==> config.mk <==
export PLATFORM = sky130hd
export DESIGN_NAME = point_turn_controller
export DESIGN_NICKNAME = d
export VERILOG_FILES = /design/src/ptc_pkg.sv /design/src/point_turn_controller.sv
export SDC_FILE = /design/constraint.sdc
export NUM_CORES = 2
export LEC_CHECK = 0
export BUFFER_PORTS_ARGS = -buffer_cell sky130_fd_sc_hd__buf_2
export CAP_MARGIN = 20
export CORE_ASPECT_RATIO = 1.4
export CORE_MARGIN = 2
export CORE_UTILIZATION = 30
export CTS_BUF_LIST = sky130_fd_sc_hd__clkbuf_8
export CTS_CLUSTER_SIZE = 25
export DETAILED_ROUTE_END_ITERATION = 12
export SLEW_MARGIN = 5
export SYNTH_ARGS = -nofsm -noshare
export SYNTH_HDL_FRONTEND = slang
export SYNTH_SLANG_ARGS = --single-unit
==> constraint.sdc <==
create_clock -name clk -period 9.1 [get_ports clk]
set_input_delay 0.455 -clock clk [delete_from_list [all_inputs] [get_ports clk]]
set_output_delay 0.455 -clock clk [all_outputs]
set_load 0.02 [all_outputs]
==> src/ptc_pkg.sv <==
// Package for the point-turn controller: codes, field widths, constant tables and shared types.
package ptc_pkg;

	// Stream and configuration port widths
	localparam int IN_TDATA_W  = 48;
	localparam int OUT_TDATA_W = 24;
	localparam int CFG_ADDR_W  = 1;
	localparam int CFG_DATA_W  = 9;

	// Configuration register indexes
	localparam logic [CFG_ADDR_W-1:0] REG_SLOWEST = 1'd0;
	localparam logic [CFG_ADDR_W-1:0] REG_FASTEST = 1'd1;

	// Request kinds carried on tuser
	localparam logic CMD_START = 1'b0;
	localparam logic CMD_TICK  = 1'b1;

	// Phase codes reported with each result
	localparam logic [1:0] PHASE_IDLE = 2'd0;
	localparam logic [1:0] PHASE_TURN = 2'd1;
	localparam logic [1:0] PHASE_WAIT = 2'd2;
	localparam logic [1:0] PHASE_DONE = 2'd3;

	// Geometry and control constants, tenths of a degree unless noted; ANGLE_LIMIT is in whole degrees
	localparam int BAND_COUNT = 6;
	localparam logic [9:0]  ANGLE_LIMIT   = 10'd360;
	localparam logic [15:0] TURN_OFFSET   = 16'd3600;
	localparam logic [11:0] WRAP_LOW      = 12'd50;
	localparam logic [11:0] WRAP_HIGH     = 12'd3550;
	localparam logic [15:0] OVERSHOOT_MAX = 16'd1800;
	localparam logic [16:0] SINE_KNEE     = 17'd900;
	localparam logic [1:0]  SETTLE_RELOAD = 2'd2;

	// Sine interpolation: 5-degree steps, reciprocals of the step width
	localparam logic [9:0]  SINE_STEP    = 10'd50;
	localparam logic [14:0] SINE_FULL    = 15'd32767;
	localparam logic [10:0] RECIP50_Q16  = 11'd1311;
	localparam logic [18:0] RECIP50_Q24  = 19'd335545;
	localparam logic [24:0] ROUND_HALF   = 25'd16384;

	// Speed band thresholds on the mean wheel speed, mm/s
	localparam logic [11:0] BAND_LIMIT [0:BAND_COUNT-2] = '{
		12'd60, 12'd120, 12'd180, 12'd250, 12'd280
	};

	// Control that travels with an item down the drive pipeline
	typedef struct packed {
		logic       go;
		logic [1:0] phase;
		logic       cw;
		logic [8:0] base;
		logic [8:0] span;
	} drive_ctl_t;

	// Q0.15 sine at 5-degree steps from 0 to 90 degrees
	function automatic logic [14:0] sine_q15(input logic [4:0] idx);
		logic [14:0] v;
		case (idx)
			5'd0:    v = 15'd0;
			5'd1:    v = 15'd2856;
			5'd2:    v = 15'd5690;
			5'd3:    v = 15'd8481;
			5'd4:    v = 15'd11207;
			5'd5:    v = 15'd13848;
			5'd6:    v = 15'd16384;
			5'd7:    v = 15'd18795;
			5'd8:    v = 15'd21063;
			5'd9:    v = 15'd23170;
			5'd10:   v = 15'd25102;
			5'd11:   v = 15'd26842;
			5'd12:   v = 15'd28378;
			5'd13:   v = 15'd29698;
			5'd14:   v = 15'd30792;
			5'd15:   v = 15'd31652;
			5'd16:   v = 15'd32270;
			5'd17:   v = 15'd32643;
			5'd18:   v = 15'd32767;
			default: v = 15'd0;
		endcase
		return v;
	endfunction

	// Overshoot entries after reset, one per speed band
	function automatic logic [15:0] overshoot_init(input logic [2:0] band);
		logic [15:0] v;
		case (band)
			3'd0:    v = 16'd30;
			3'd1:    v = 16'd110;
			3'd2:    v = 16'd220;
			3'd3:    v = 16'd380;
			3'd4:    v = 16'd550;
			3'd5:    v = 16'd800;
			default: v = 16'd0;
		endcase
		return v;
	endfunction

endpackage

==> src/point_turn_controller.sv <==
// Point-turn controller: turn state, overshoot learning and sine-profiled wheel drive pipeline.
//
// Usage
//   Input stream (s_*): one request per item. s_tuser selects start (0) or control tick (1).
//   A start loads the target heading and the speed limits; a tick reports the heading and
//   measured wheel speeds and returns the commanded drives.
//   Output stream (m_*): exactly one result per request, in request order, carrying the
//   left and right drive commands and the turn phase.
//   Configuration: cfg_wr_en writes cfg_wdata into the register at cfg_addr (0 slowest
//   speed, 1 fastest speed); write only while no request is in flight.
// Timing
//   A request is held in the input register, then passes the turn-state stage, three sine
//   and scaling stages and the result register before the result is valid on m_*.
//   Throughput is one request per cycle unless a low m_tready stalls the output; the turn
//   state is updated in a single stage, so a tick immediately following another sees its state.
// Reset and stalls
//   arst_n clears the pipeline, the turn state and the overshoot table to its initial
//   entries, and the speed registers to 16 and 150 mm/s.
//   Each stage holds while the next one is full and blocked, so empty stages keep taking
//   requests while a result waits on a low m_tready; s_tready drops only when all stages fill.
module point_turn_controller
	import ptc_pkg::*;
#(
	parameter int SPEED_FLOOR   = 16,
	parameter int SPEED_CEILING = 300
) (
	input  logic                  clk,
	input  logic                  arst_n,
	// configuration write port
	input  logic                  cfg_wr_en,
	input  logic [CFG_ADDR_W-1:0] cfg_addr,
	input  logic [CFG_DATA_W-1:0] cfg_wdata,
	// request stream
	input  logic                  s_tvalid,
	output logic                  s_tready,
	// [9:0] turn_angle, [21:10] heading, [32:22] left_wheel_speed,
	// [43:33] right_wheel_speed, [47:44] zero
	input  logic [IN_TDATA_W-1:0] s_tdata,
	// [0] command
	input  logic                  s_tuser,
	// result stream
	output logic                  m_tvalid,
	input  logic                  m_tready,
	// [9:0] left_drive, [19:10] right_drive, [21:20] phase, [23:22] zero
	output logic [OUT_TDATA_W-1:0] m_tdata
);

	localparam logic [8:0] FLOOR_W = 9'(SPEED_FLOOR);
	localparam logic [8:0] CEIL_W  = 9'(SPEED_CEILING);

	typedef enum logic [1:0] {
		MODE_IDLE   = 2'd0,
		MODE_TURN   = 2'd1,
		MODE_WAIT   = 2'd2,
		MODE_FINISH = 2'd3
	} mode_t;

	// Configuration registers
	logic [8:0] slowest_q;
	logic [8:0] fastest_q;

	// Turn state
	mode_t       mode_q, mode_d;
	logic [15:0] target_q, target_d;
	logic [11:0] prev_q, prev_d;
	logic        cw_q, cw_d;
	logic [8:0]  base_q, base_d;
	logic [8:0]  span_q, span_d;
	logic [1:0]  settle_q, settle_d;
	logic [2:0]  band_q, band_d;
	logic [15:0] tbl_q [0:BAND_COUNT-1];
	logic [15:0] tbl_wr_data;
	logic        tbl_wr_en;

	// Pipeline valid and ready
	logic v_s1, v_s2, v_s3, v_s4, v_s5, out_valid_q;
	logic rdy_s1, rdy_s2, rdy_s3, rdy_s4, rdy_s5, rdy_out;
	logic step_s1;

	// Stage payloads
	logic              cmd_s1;
	logic signed [9:0] angle_s1;
	logic [11:0]       heading_s1;
	logic signed [10:0] left_s1, right_s1;

	drive_ctl_t  ctl_d, ctl_s2, ctl_s3, ctl_s4, ctl_s5;
	logic [15:0] diff_d, diff_s2;
	logic        sat_lo_s3, sat_hi_s3, sat_lo_s4, sat_hi_s4;
	logic [14:0] lo_s3, lo_s4;
	logic [11:0] delta_s3;
	logic [5:0]  frac_s3;
	logic [17:0] prod_s4;
	logic [14:0] sine_s5;
	logic [OUT_TDATA_W-1:0] out_data_q;

	// Combinational intermediates of the turn-state stage
	logic signed [9:0]  deg;
	logic signed [13:0] deg_x10;
	logic [8:0]  hi_lim, lo_lim;
	logic [15:0] tgt;
	logic [10:0] abs_l, abs_r;
	logic [11:0] speed_avg;
	logic [2:0]  band_now, rd_band;
	logic [15:0] entry_raw, entry;
	logic signed [17:0] resid;
	logic [17:0] adapt_sum;

	// Intermediates of the sine and scaling stages
	logic signed [16:0] knee_d;
	logic [9:0]  knee_n;
	logic [20:0] idx_prod;
	logic [4:0]  sine_idx;
	logic [9:0]  idx_x50;
	logic [14:0] sine_lo, sine_hi;
	logic [36:0] q_prod;
	logic [24:0] scale_prod;
	logic [9:0]  speed;
	logic [9:0]  drive_r;

	// Handshake chain: a stage loads when it is empty or its content moves on
	assign rdy_out  = !out_valid_q || m_tready;
	assign rdy_s5   = !v_s5 || rdy_out;
	assign rdy_s4   = !v_s4 || rdy_s5;
	assign rdy_s3   = !v_s3 || rdy_s4;
	assign rdy_s2   = !v_s2 || rdy_s3;
	assign rdy_s1   = !v_s1 || rdy_s2;
	assign s_tready = rdy_s1;
	assign step_s1  = v_s1 && rdy_s2;

	assign m_tvalid = out_valid_q;
	assign m_tdata  = out_data_q;

	// Write configuration registers
	always_ff @(posedge clk or negedge arst_n) begin
		if (!arst_n) begin
			slowest_q <= 9'd16;
			fastest_q <= 9'd150;
		end else if (cfg_wr_en) begin
			unique case (cfg_addr)
				REG_SLOWEST: slowest_q <= cfg_wdata;
				REG_FASTEST: fastest_q <= cfg_wdata;
				default:     ;
			endcase
		end
	end

	// Capture the request into the input register
	always_ff @(posedge clk or negedge arst_n) begin
		if (!arst_n) begin
			v_s1 <= 1'b0;
		end else if (rdy_s1) begin
			v_s1 <= s_tvalid;
		end
	end

	always_ff @(posedge clk) begin
		if (rdy_s1 && s_tvalid) begin
			cmd_s1     <= s_tuser;
			angle_s1   <= s_tdata[9:0];
			heading_s1 <= s_tdata[21:10];
			left_s1    <= s_tdata[32:22];
			right_s1   <= s_tdata[43:33];
		end
	end

	// Turn-state stage: start handling, wraparound, band choice, settle and learning
	always_comb begin
		mode_d      = mode_q;
		target_d    = target_q;
		prev_d      = prev_q;
		cw_d        = cw_q;
		base_d      = base_q;
		span_d      = span_q;
		settle_d    = settle_q;
		band_d      = band_q;
		tbl_wr_en   = 1'b0;
		tbl_wr_data = 16'd0;
		diff_d      = 16'd0;
		ctl_d       = '{go: 1'b0, phase: PHASE_IDLE, cw: cw_q, base: base_q, span: span_q};

		// Fold the angle once into range and scale to tenths
		deg = angle_s1;
		if (angle_s1 > $signed(ANGLE_LIMIT)) begin
			deg = angle_s1 - $signed(ANGLE_LIMIT);
		end else if (angle_s1 < -$signed(ANGLE_LIMIT)) begin
			deg = angle_s1 + $signed(ANGLE_LIMIT);
		end
		deg_x10 = ({{4{deg[9]}}, deg} <<< 3) + ({{4{deg[9]}}, deg} <<< 1);

		// Clamp the speed limits
		hi_lim = (fastest_q >= CEIL_W) ? CEIL_W : fastest_q;
		if (hi_lim <= FLOOR_W) begin
			hi_lim = FLOOR_W;
		end
		lo_lim = (slowest_q > hi_lim) ? hi_lim : slowest_q;
		if (lo_lim < FLOOR_W) begin
			lo_lim = FLOOR_W;
		end

		// Follow heading wraparound
		tgt = target_q;
		if (cw_q) begin
			if (heading_s1 > prev_q && prev_q < WRAP_LOW) begin
				tgt = target_q + TURN_OFFSET;
			end
			diff_d = {4'd0, heading_s1} - tgt + TURN_OFFSET;
		end else begin
			if (heading_s1 < prev_q && prev_q > WRAP_HIGH) begin
				tgt = target_q - TURN_OFFSET;
			end
			diff_d = tgt - {4'd0, heading_s1} - TURN_OFFSET;
		end

		// Speed band from the mean wheel speed
		abs_l     = left_s1[10] ? 11'(-left_s1) : 11'(left_s1);
		abs_r     = right_s1[10] ? 11'(-right_s1) : 11'(right_s1);
		speed_avg = 12'(({1'b0, abs_l} + {1'b0, abs_r}) >> 1);
		band_now  = 3'd0;
		for (int k = 0; k < BAND_COUNT - 1; k++) begin
			band_now = band_now + 3'(speed_avg >= BAND_LIMIT[k]);
		end

		// One read of the overshoot table per item
		rd_band   = (mode_q == MODE_FINISH) ? band_q : band_now;
		entry_raw = tbl_q[rd_band];
		entry     = (entry_raw > OVERSHOOT_MAX) ? 16'd0 : entry_raw;

		// Residual for learning, floored at zero
		resid = $signed({2'b00, entry_raw}) - $signed({{2{diff_d[15]}}, diff_d});
		if (resid < 0) begin
			resid = 18'sd0;
		end
		adapt_sum = {2'b00, entry_raw} + 18'(resid);

		if (cmd_s1 == CMD_START) begin
			base_d     = lo_lim;
			span_d     = hi_lim - lo_lim;
			target_d   = 16'(heading_s1) + {{2{deg_x10[13]}}, deg_x10} + TURN_OFFSET;
			prev_d     = heading_s1;
			cw_d       = deg[9];
			if (deg != 10'sd0) begin
				mode_d      = MODE_TURN;
				settle_d    = SETTLE_RELOAD;
				ctl_d.phase = PHASE_TURN;
			end else begin
				mode_d = MODE_IDLE;
			end
		end else if (mode_q != MODE_IDLE) begin
			target_d = tgt;
			prev_d   = heading_s1;
			unique case (mode_q)
				MODE_TURN: begin
					band_d = band_now;
					if (entry_raw > OVERSHOOT_MAX) begin
						tbl_wr_en   = 1'b1;
						tbl_wr_data = 16'd0;
					end
					if ($signed({diff_d[15], diff_d}) > $signed({1'b0, entry})) begin
						ctl_d.go    = 1'b1;
						ctl_d.phase = PHASE_TURN;
					end else begin
						mode_d      = MODE_WAIT;
						ctl_d.phase = PHASE_WAIT;
					end
				end
				MODE_WAIT: begin
					if (left_s1 == 11'sd0 && right_s1 == 11'sd0) begin
						if (settle_q == 2'd0) begin
							mode_d = MODE_FINISH;
						end
						settle_d = settle_q - 2'd1;
					end else begin
						settle_d = SETTLE_RELOAD;
					end
					ctl_d.phase = PHASE_WAIT;
				end
				MODE_FINISH: begin
					tbl_wr_en   = 1'b1;
					tbl_wr_data = adapt_sum[16:1];
					mode_d      = MODE_IDLE;
					ctl_d.phase = PHASE_DONE;
				end
				default: ;
			endcase
		end
	end

	// Hold the turn state and advance it as each item leaves the input register
	always_ff @(posedge clk or negedge arst_n) begin
		if (!arst_n) begin
			mode_q   <= MODE_IDLE;
			target_q <= 16'd0;
			prev_q   <= 12'd0;
			cw_q     <= 1'b0;
			base_q   <= 9'd0;
			span_q   <= 9'd0;
			settle_q <= SETTLE_RELOAD;
			band_q   <= 3'd0;
			for (int b = 0; b < BAND_COUNT; b++) begin
				tbl_q[b] <= overshoot_init(3'(b));
			end
		end else if (step_s1) begin
			mode_q   <= mode_d;
			target_q <= target_d;
			prev_q   <= prev_d;
			cw_q     <= cw_d;
			base_q   <= base_d;
			span_q   <= span_d;
			settle_q <= settle_d;
			band_q   <= band_d;
			if (tbl_wr_en) begin
				tbl_q[rd_band] <= tbl_wr_data;
			end
		end
	end

	// Sine index and interpolation fraction from the angle beyond the knee
	always_comb begin
		knee_d   = $signed({diff_s2[15], diff_s2}) - $signed(SINE_KNEE);
		knee_n   = knee_d[9:0];
		idx_prod = 21'(knee_n) * 21'(RECIP50_Q16);
		sine_idx = idx_prod[20:16];
		idx_x50  = 10'({sine_idx, 5'd0} + {sine_idx, 4'd0} + {sine_idx, 1'd0});
		sine_lo  = sine_q15(sine_idx);
		sine_hi  = sine_q15(sine_idx + 5'd1);
	end

	// Divide the interpolation product by the step width
	assign q_prod = 37'(prod_s4) * 37'(RECIP50_Q24);

	// Scale the sine onto the speed span and set the drive direction
	always_comb begin
		scale_prod = 25'(sine_s5) * 25'(ctl_s5.span) + ROUND_HALF;
		speed      = 10'(ctl_s5.base) + scale_prod[24:15];
		drive_r    = 10'd0;
		if (ctl_s5.go) begin
			drive_r = ctl_s5.cw ? 10'(-speed) : speed;
		end
	end

	// Advance valid bits down the drive pipeline
	always_ff @(posedge clk or negedge arst_n) begin
		if (!arst_n) begin
			v_s2        <= 1'b0;
			v_s3        <= 1'b0;
			v_s4        <= 1'b0;
			v_s5        <= 1'b0;
			out_valid_q <= 1'b0;
		end else begin
			if (rdy_s2) begin
				v_s2 <= v_s1;
			end
			if (rdy_s3) begin
				v_s3 <= v_s2;
			end
			if (rdy_s4) begin
				v_s4 <= v_s3;
			end
			if (rdy_s5) begin
				v_s5 <= v_s4;
			end
			if (rdy_out) begin
				out_valid_q <= v_s5;
			end
		end
	end

	// Advance payloads down the drive pipeline
	always_ff @(posedge clk) begin
		if (step_s1) begin
			ctl_s2  <= ctl_d;
			diff_s2 <= diff_d;
		end
		if (rdy_s3 && v_s2) begin
			ctl_s3    <= ctl_s2;
			sat_lo_s3 <= knee_d[16] || (knee_d == 17'sd0);
			sat_hi_s3 <= knee_d >= $signed(SINE_KNEE);
			lo_s3     <= sine_lo;
			delta_s3  <= 12'(sine_hi - sine_lo);
			frac_s3   <= 6'(knee_n - idx_x50);
		end
		if (rdy_s4 && v_s3) begin
			ctl_s4    <= ctl_s3;
			sat_lo_s4 <= sat_lo_s3;
			sat_hi_s4 <= sat_hi_s3;
			lo_s4     <= lo_s3;
			prod_s4   <= 18'(delta_s3) * 18'(frac_s3);
		end
		if (rdy_s5 && v_s4) begin
			ctl_s5 <= ctl_s4;
			if (sat_lo_s4) begin
				sine_s5 <= 15'd0;
			end else if (sat_hi_s4) begin
				sine_s5 <= SINE_FULL;
			end else begin
				sine_s5 <= lo_s4 + 15'(q_prod[35:24]);
			end
		end
		if (rdy_out && v_s5) begin
			out_data_q <= {2'b00, ctl_s5.phase, drive_r, 10'(-drive_r)};
		end
	end

endmodule

Yosys cells after proc, flatten, opt, wreduce, memory -nomap -nowiden
Memory sizes are Yosys's and may differ from the RTL's.
Index checks and enable logic that the tools add are counted.
Widths: inputs -> output; s select.

storage, ports and cells
  register bits after elaboration = 430
  output and inout port bits = 26
  memory bits (read-only) = 960
  bits of input ports = 64
  memories kept = 2

cells by class
  equal/unequal tests = 9
  bitwise logic cells = 3
  $add $sub $neg = 33
  magnitude comparators = 21
  $mul = 4
  reductions and logical operators = 39
  muxes and demuxes = 54

memories
  memory            depth  width  read ports  clocked after memory_dff  wr ports  line           RTL
  (name not given)  32     15     1           0                         0         ptc_pkg.sv:58  case (idx)
  (name not given)  32     15     1           0                         0         ptc_pkg.sv:58

operators with widths
  operator                count
  $mux 16                 15
  $bwmux 96               1
  $bmux 16 s3             1
  $demux 16 s3            1
  $mux 10                 4
  $mul 18x19->36 const B  1
  $mux 9                  4
  $add 16x12->16 const B  2
  $sub 16x12->16 const B  2
  $mux 2                  13
  $add 24x15->25 const B  1
  $mul 15x9->24           1
  $mux 12                 2
  $ge 11x8->1 const B     2
  $logic_not 11->1        2
  $mux 11                 2
  $neg 11->11             2
  $mul 10x11->21 const B  1
  $neg 10->10             2
  $lt 18x1->1 const B     1
  $mul 12x6->18           1
  $sub 17x16->18          1
  $add 16x17->17          1
  $ge 17x11->1 const B    1
  other kinds (61)        99

Depth between registers and ports, before layout
  word-level depth = 21
  depth in mapped cells = 51

Worst setup path after synthesis
OpenSTA, ideal clock, no wires.

  path type = reg-to-reg
  from = register left_s1[0]
  to = register tbl_q[79] (netlist name)
  clock period less this slack = 10.107 ns
  setup time = 0.125 ns
  cell stages (with the launch flop) = 48
  data arrival time = 9.983 ns
  path slack = -1.007 ns
  buffers on the path = 2
  cell sequence = edfxtp_1 > inv_1 > ha_1 > nand2_1 > o21ai_0 > ha_1 > a31o_2 > a21oi_1 > o21ai_0 > a21oi_1 > o21ai_0 > a21oi_1 > o21ai_0 > a21oi_1 > o2111ai_1 > a211o_1 > nand2b_1 > a211oi_1 > [12 not listed] > a21oi_1 > o21ai_0 > a21o_1 > xnor2_2 > nor2_1 > ha_1 > nor2b_1 > o21ai_0 > a21boi_0 > o21ai_0 > a21boi_0 > o21ai_0 > a21oi_1 > o41a_1 > a31oi_1 > xor2_1 > nor2_1 > mux2_2

between the ends
  cells in the longest elaborated chain, start to end = 21

ends and longest elaborated chain
  what                                        line                          RTL
  start: declaration                          point_turn_controller.sv:84   logic signed [10:0] left_s1, right_s1;
  start signal: assignment                    point_turn_controller.sv:161  left_s1 <= s_tdata[32:22];
  $neg 11->11                                 point_turn_controller.sv:215  abs_l = left_s1[10] ? 11'(-left_s1) : 11'(left_s1);
  $mux 11 (*)                                 point_turn_controller.sv:215
  $add 11x11->12 (*)                          point_turn_controller.sv:217  speed_avg = 12'(({1'b0, abs_l} + {1'b0, abs_r}) >> 1);
  $ge 11x6->1 or $ge 11x7->1 (tied branches)  point_turn_controller.sv:220  band_now = band_now + 3'(speed_avg >= BAND_LIMIT[k]);
  $add 1x1->2                                 point_turn_controller.sv:220
  $add 2x1->3                                 point_turn_controller.sv:220
  $add 3x1->3                                 point_turn_controller.sv:220
  $add 3x1->3 (*)                             point_turn_controller.sv:220
  [5 not listed]                              --
  $sub 17x16->18                              point_turn_controller.sv:229  resid = $signed({2'b00, entry_raw}) - $signed({{2{diff_d[15]}}, diff_d});
  $lt 18x1->1                                 point_turn_controller.sv:230  if (resid < 0) begin
  $mux 17                                     point_turn_controller.sv:230
  $add 16x17->17                              point_turn_controller.sv:233  adapt_sum = {2'b00, entry_raw} + 18'(resid);
  $mux 16                                     --
  $mux 16                                     point_turn_controller.sv:248  end else if (mode_q != MODE_IDLE) begin
  $mux 16                                     point_turn_controller.sv:235  if (cmd_s1 == CMD_START) begin
  $bwmux 96                                   point_turn_controller.sv:312  tbl_q[rd_band] <= tbl_wr_data;
  end signal: indexed assignment              point_turn_controller.sv:300  tbl_q[b] <= overshoot_init(3'(b));
  end signal: indexed assignment              point_turn_controller.sv:312
  end: declaration                            point_turn_controller.sv:71   logic [15:0] tbl_q [0:BAND_COUNT-1];

Every way passes the cells marked *; elsewhere a longest branch is shown, timed or not. The select of a mux whose other input is x is not followed.
A chain may end at the register's enable or synchronous reset.

Worst setup path after layout
  from = register left_s1[1]
  to = register tbl_q[31] (netlist name)

between the ends
  cells in the longest elaborated chain, start to end = 21

ends and longest elaborated chain
  what                                        line                          RTL
  $neg 11->11                                 point_turn_controller.sv:215
  $mux 11 (*)                                 point_turn_controller.sv:215
  $add 11x11->12 (*)                          point_turn_controller.sv:217
  $ge 11x6->1 or $ge 11x7->1 (tied branches)  point_turn_controller.sv:220
  $add 1x1->2                                 point_turn_controller.sv:220
  $add 2x1->3                                 point_turn_controller.sv:220
  $add 3x1->3                                 point_turn_controller.sv:220
  $add 3x1->3 (*)                             point_turn_controller.sv:220
  net band_now[1]                             point_turn_controller.sv:103  logic [2:0] band_now, rd_band;
  [5 not listed]                              --
  $sub 17x16->18                              point_turn_controller.sv:229
  $lt 18x1->1                                 point_turn_controller.sv:230
  $mux 17                                     point_turn_controller.sv:230
  $add 16x17->17                              point_turn_controller.sv:233
  $mux 16                                     --
  $mux 16                                     point_turn_controller.sv:248
  $mux 16                                     point_turn_controller.sv:235
  $bwmux 96                                   point_turn_controller.sv:312

Mark *: on every way through the listed nets, which the timed path passes. The rest lies on a longest branch. The select of a mux whose other input is x is not followed.

==> metrics <==
outcome complete, but fails checks; failing checks setup timing; CP Class flop to flop; post-synthesis sequential area ratio 0.308; FF-to-FF End tbl_q[31]; Seq cells post-synth 429; pin count of the biggest net entering global routing approximately 90; CTS Buf Count between 70 and 80; CTS HTree Levels 3; Max Clk Rate roughly 0.10 GHz; Initial Util 0.302; Req. time, crit path about 9.7 ns; part of the cycle the worst path needs 1.05; Slowest-stage cell, CP fa_1; Setup crit start kind flop; # fillers approximately 13000; post-DR vias/cell 4.72; crit path time final roughly 9.6 ns; DP HPWL roughly 75 mm; Final nets around 5200; # rows roughly 160; via count a little under 30000; CP Launch Point left_s1[1]; mapped cell area between 30000 and 40000 sq um; first-pass GRT wire length ~150 mm; maxcap violations 0; post-synth cell types 100; final hold vios 0; CTS tree yes; r2r startpoint left_s1[1]; DR WL/cell around 15 um; RSZ-0062 raised after global routing true; top-level I/O count 90; flop-to-flop setup slack -0.48 ns; drt pass-1 iters 5; clk sinks 429; clock skew 0.0219 ns; Critical Path AT 10.14 ns; # port buffers 83; clock root buffer clkbuf_8; initial antenna violation count 1; Non-Filler Instances between 6000 and 7000; Synth Flop Type edfxtp_1; max_slew headroom 0.306; Hold Crit Class primary input to flop; Worst path max stage delay between 0.4 and 0.5 ns; GR Overflow Total 0; Core Region around 130000 sq um; DRT iter0 DRCs between 1000 and 1500; Post-synth EDFFs between 200 and 300; ys async rst share 0.406; total track usage 0.143; R2R cell count 47; Setup Viol. Count Final 49; slew at the pin closest to its max-slew limit 1.04 ns; Final Wtd Congestion 0.904; Die X 309 um; hold_ws between 0.06 and 0.07 ns; clock tree buffer depth 3; drt drc 0; Setup crit end tbl_q[31]; ANT nets after route 0; die area between 100000 and 150000 sq um; Syn. warnings 0; Clk Latency, worst-skew pair 0.69 ns; max-slew violations 0; crit-path max FO 6; fin worst setup slack -0.476 ns; Cells after Synth slightly below 4000; height of the chip 431 um; WL final between 90 and 100 mm; Hold Path Depth 2; vias in the first global route 30583; Reg clk slew, reported paths 0.06 ns; Mean Syn Cell Area ~10 sq um; Most Frequent Cell on Critical Path o21ai_2; Inst Count DP just under 6000; CP Capture Type flop; P&R area growth vs syn 20.7%; layout cells sized above 1 0.189
flip-flops by register name, summed over array words and instances, names as in the netlist, 16 cells and up:
register  flops
tbl_q        96
diff_s2      16
prod_s4      18
ctl_s3       22
ctl_s2       22
ctl_s4       22
target_q     16
ctl_s5       22
m_tdata      21
metal layers:
metal / wire length (um) / GRT usage
met1: 35800 / 0.155
met5: 0 / 0
met2: 52100 / 0.277
met3: 2720 / 0.0156
met4: 3840 / 0.0613
cell usage in the layout (no fill, tap or decap), drive strengths merged, types with 9 or more instances in the layout:
cell type | Yosys | routed
a211oi | 15 | 15
a21boi | 11 | 11
a21o | 47 | 47
a21oi | 185 | 185
a22oi | 20 | 20
a31oi | 18 | 18
and2 | 72 | 72
and3 | 17 | 17
buf | 21 | 415
bufinv | 0 | 10
clkbuf | 82 | 79
clkinv | 2 | 27
dfrtp | 141 | 141
dfstp | 33 | 33
dlygate4sd3 | 0 | 54
edfxtp | 255 | 255
fa | 294 | 294
ha | 532 | 532
inv | 589 | 609
mux2 | 80 | 80
mux2i | 28 | 28
nand2 | 409 | 409
nand2b | 29 | 29
nand3 | 45 | 45
nand4 | 34 | 34
nor2 | 154 | 154
nor2b | 36 | 36
nor3 | 44 | 44
nor4 | 10 | 10
o211ai | 13 | 13
o21a | 33 | 33
o21ai | 180 | 180
o21bai | 28 | 28
o22ai | 9 | 9
o31ai | 38 | 38
or2 | 17 | 17
or3 | 22 | 22
xnor2 | 154 | 154
xor2 | 65 | 65
synthesized netlist by cell type, types with 71 or more instances:
cell | instances | area share
inv_1 | 586 | 0.056
ha_1 | 532 | 0.17
nand2_1 | 409 | 0.039
fa_1 | 294 | 0.15
edfxtp_1 | 255 | 0.20
a21oi_1 | 185 | 0.024
o21ai_0 | 156 | 0.020
nor2_1 | 154 | 0.015
xnor2_1 | 151 | 0.034
dfrtp_1 | 141 | 0.090
clkbuf_1 | 82 | 0.0079
and2_1 | 71 | 0.011
worst max-delay path: cells and delay by family (launching register included):
kind	cells	cell delay [ns]
buffers and inverters	3	0.27
adders and majority gates	7	2.14
DFF	1	0.41
muxes	3	0.90
xor gates and xnor gates	2	0.34
AOI/OAI and AO/OA	27	4.84
and+or+nand+nor	5	0.55
per-stage QoR:
step / util / TNS [ns] / area, sq um / worst slack, ns
global route: 0.365 / -41.02 / 47200 / -0.901
floorplan: - / 0 / 39300 / 0.00205
finish: 0.365 / -13.65 / 47200 / -0.476
global placement: 0.337 / -22.45 / 43600 / -0.568
CTS: 0.360 / -12.58 / 46500 / -0.420
detailed placement: 0.337 / -32.92 / 43600 / -0.737
how the worst min path moves through the flow:
stage / from / endpoint / slack (ns)
6_report: cfg_wdata[6] / fastest_q[6] / 0.06
5_1_grt: cfg_wdata[6] / fastest_q[6] / 0.02
4_1_cts: cfg_wdata[7] / fastest_q[7] / 0.009
3_5_place_dp: ctl_s2[12] / ctl_s3[12] / 0.40
3_3_place_gp: ctl_s3[7] / ctl_s4[7] / 0.40
2_1_floorplan: arst_n / band_q[0] / 0.16
logic make-up (layout without fill, tap and decap cells):
family,count (synthesis),in the layout,share of synthesized area
compound gates,672,672,0.109
xor+xnor,219,219,0.0505
fa+ha+maj,827,827,0.321
buf+inv,694,1198,0.0674
flops,429,429,0.308
mux,112,112,0.0326
other cells,2,8,0.000192
simple gates,915,915,0.110
area by class of cell:
cell class                      count  area (sq um)  area share
Inverter                          591          2220      0.0470
Clock buffer                       79          1090      0.0231
Timing Repair Buffer              469          3590      0.0762
Antenna cell                        1          2.50   0.0000531
Multi-Input combinational cell   2752         25400       0.539
Sequential cell                   429         12100       0.256
Tap cell                         1738          2170      0.0461
Clock inverter                     59           591      0.0125
timing repair:
action	CTS	global route
endpoints found under the hold margin	122	0
hold buffers	54	0
endpoints found under the setup margin	70	107
pin swaps	66	68
buffers inserted	35	23
resized for setup	98	97
gates cloned	1	0
Power is not shown: default switching activity piles up to over one toggle a cycle in this logic, so the estimate is an artifact.
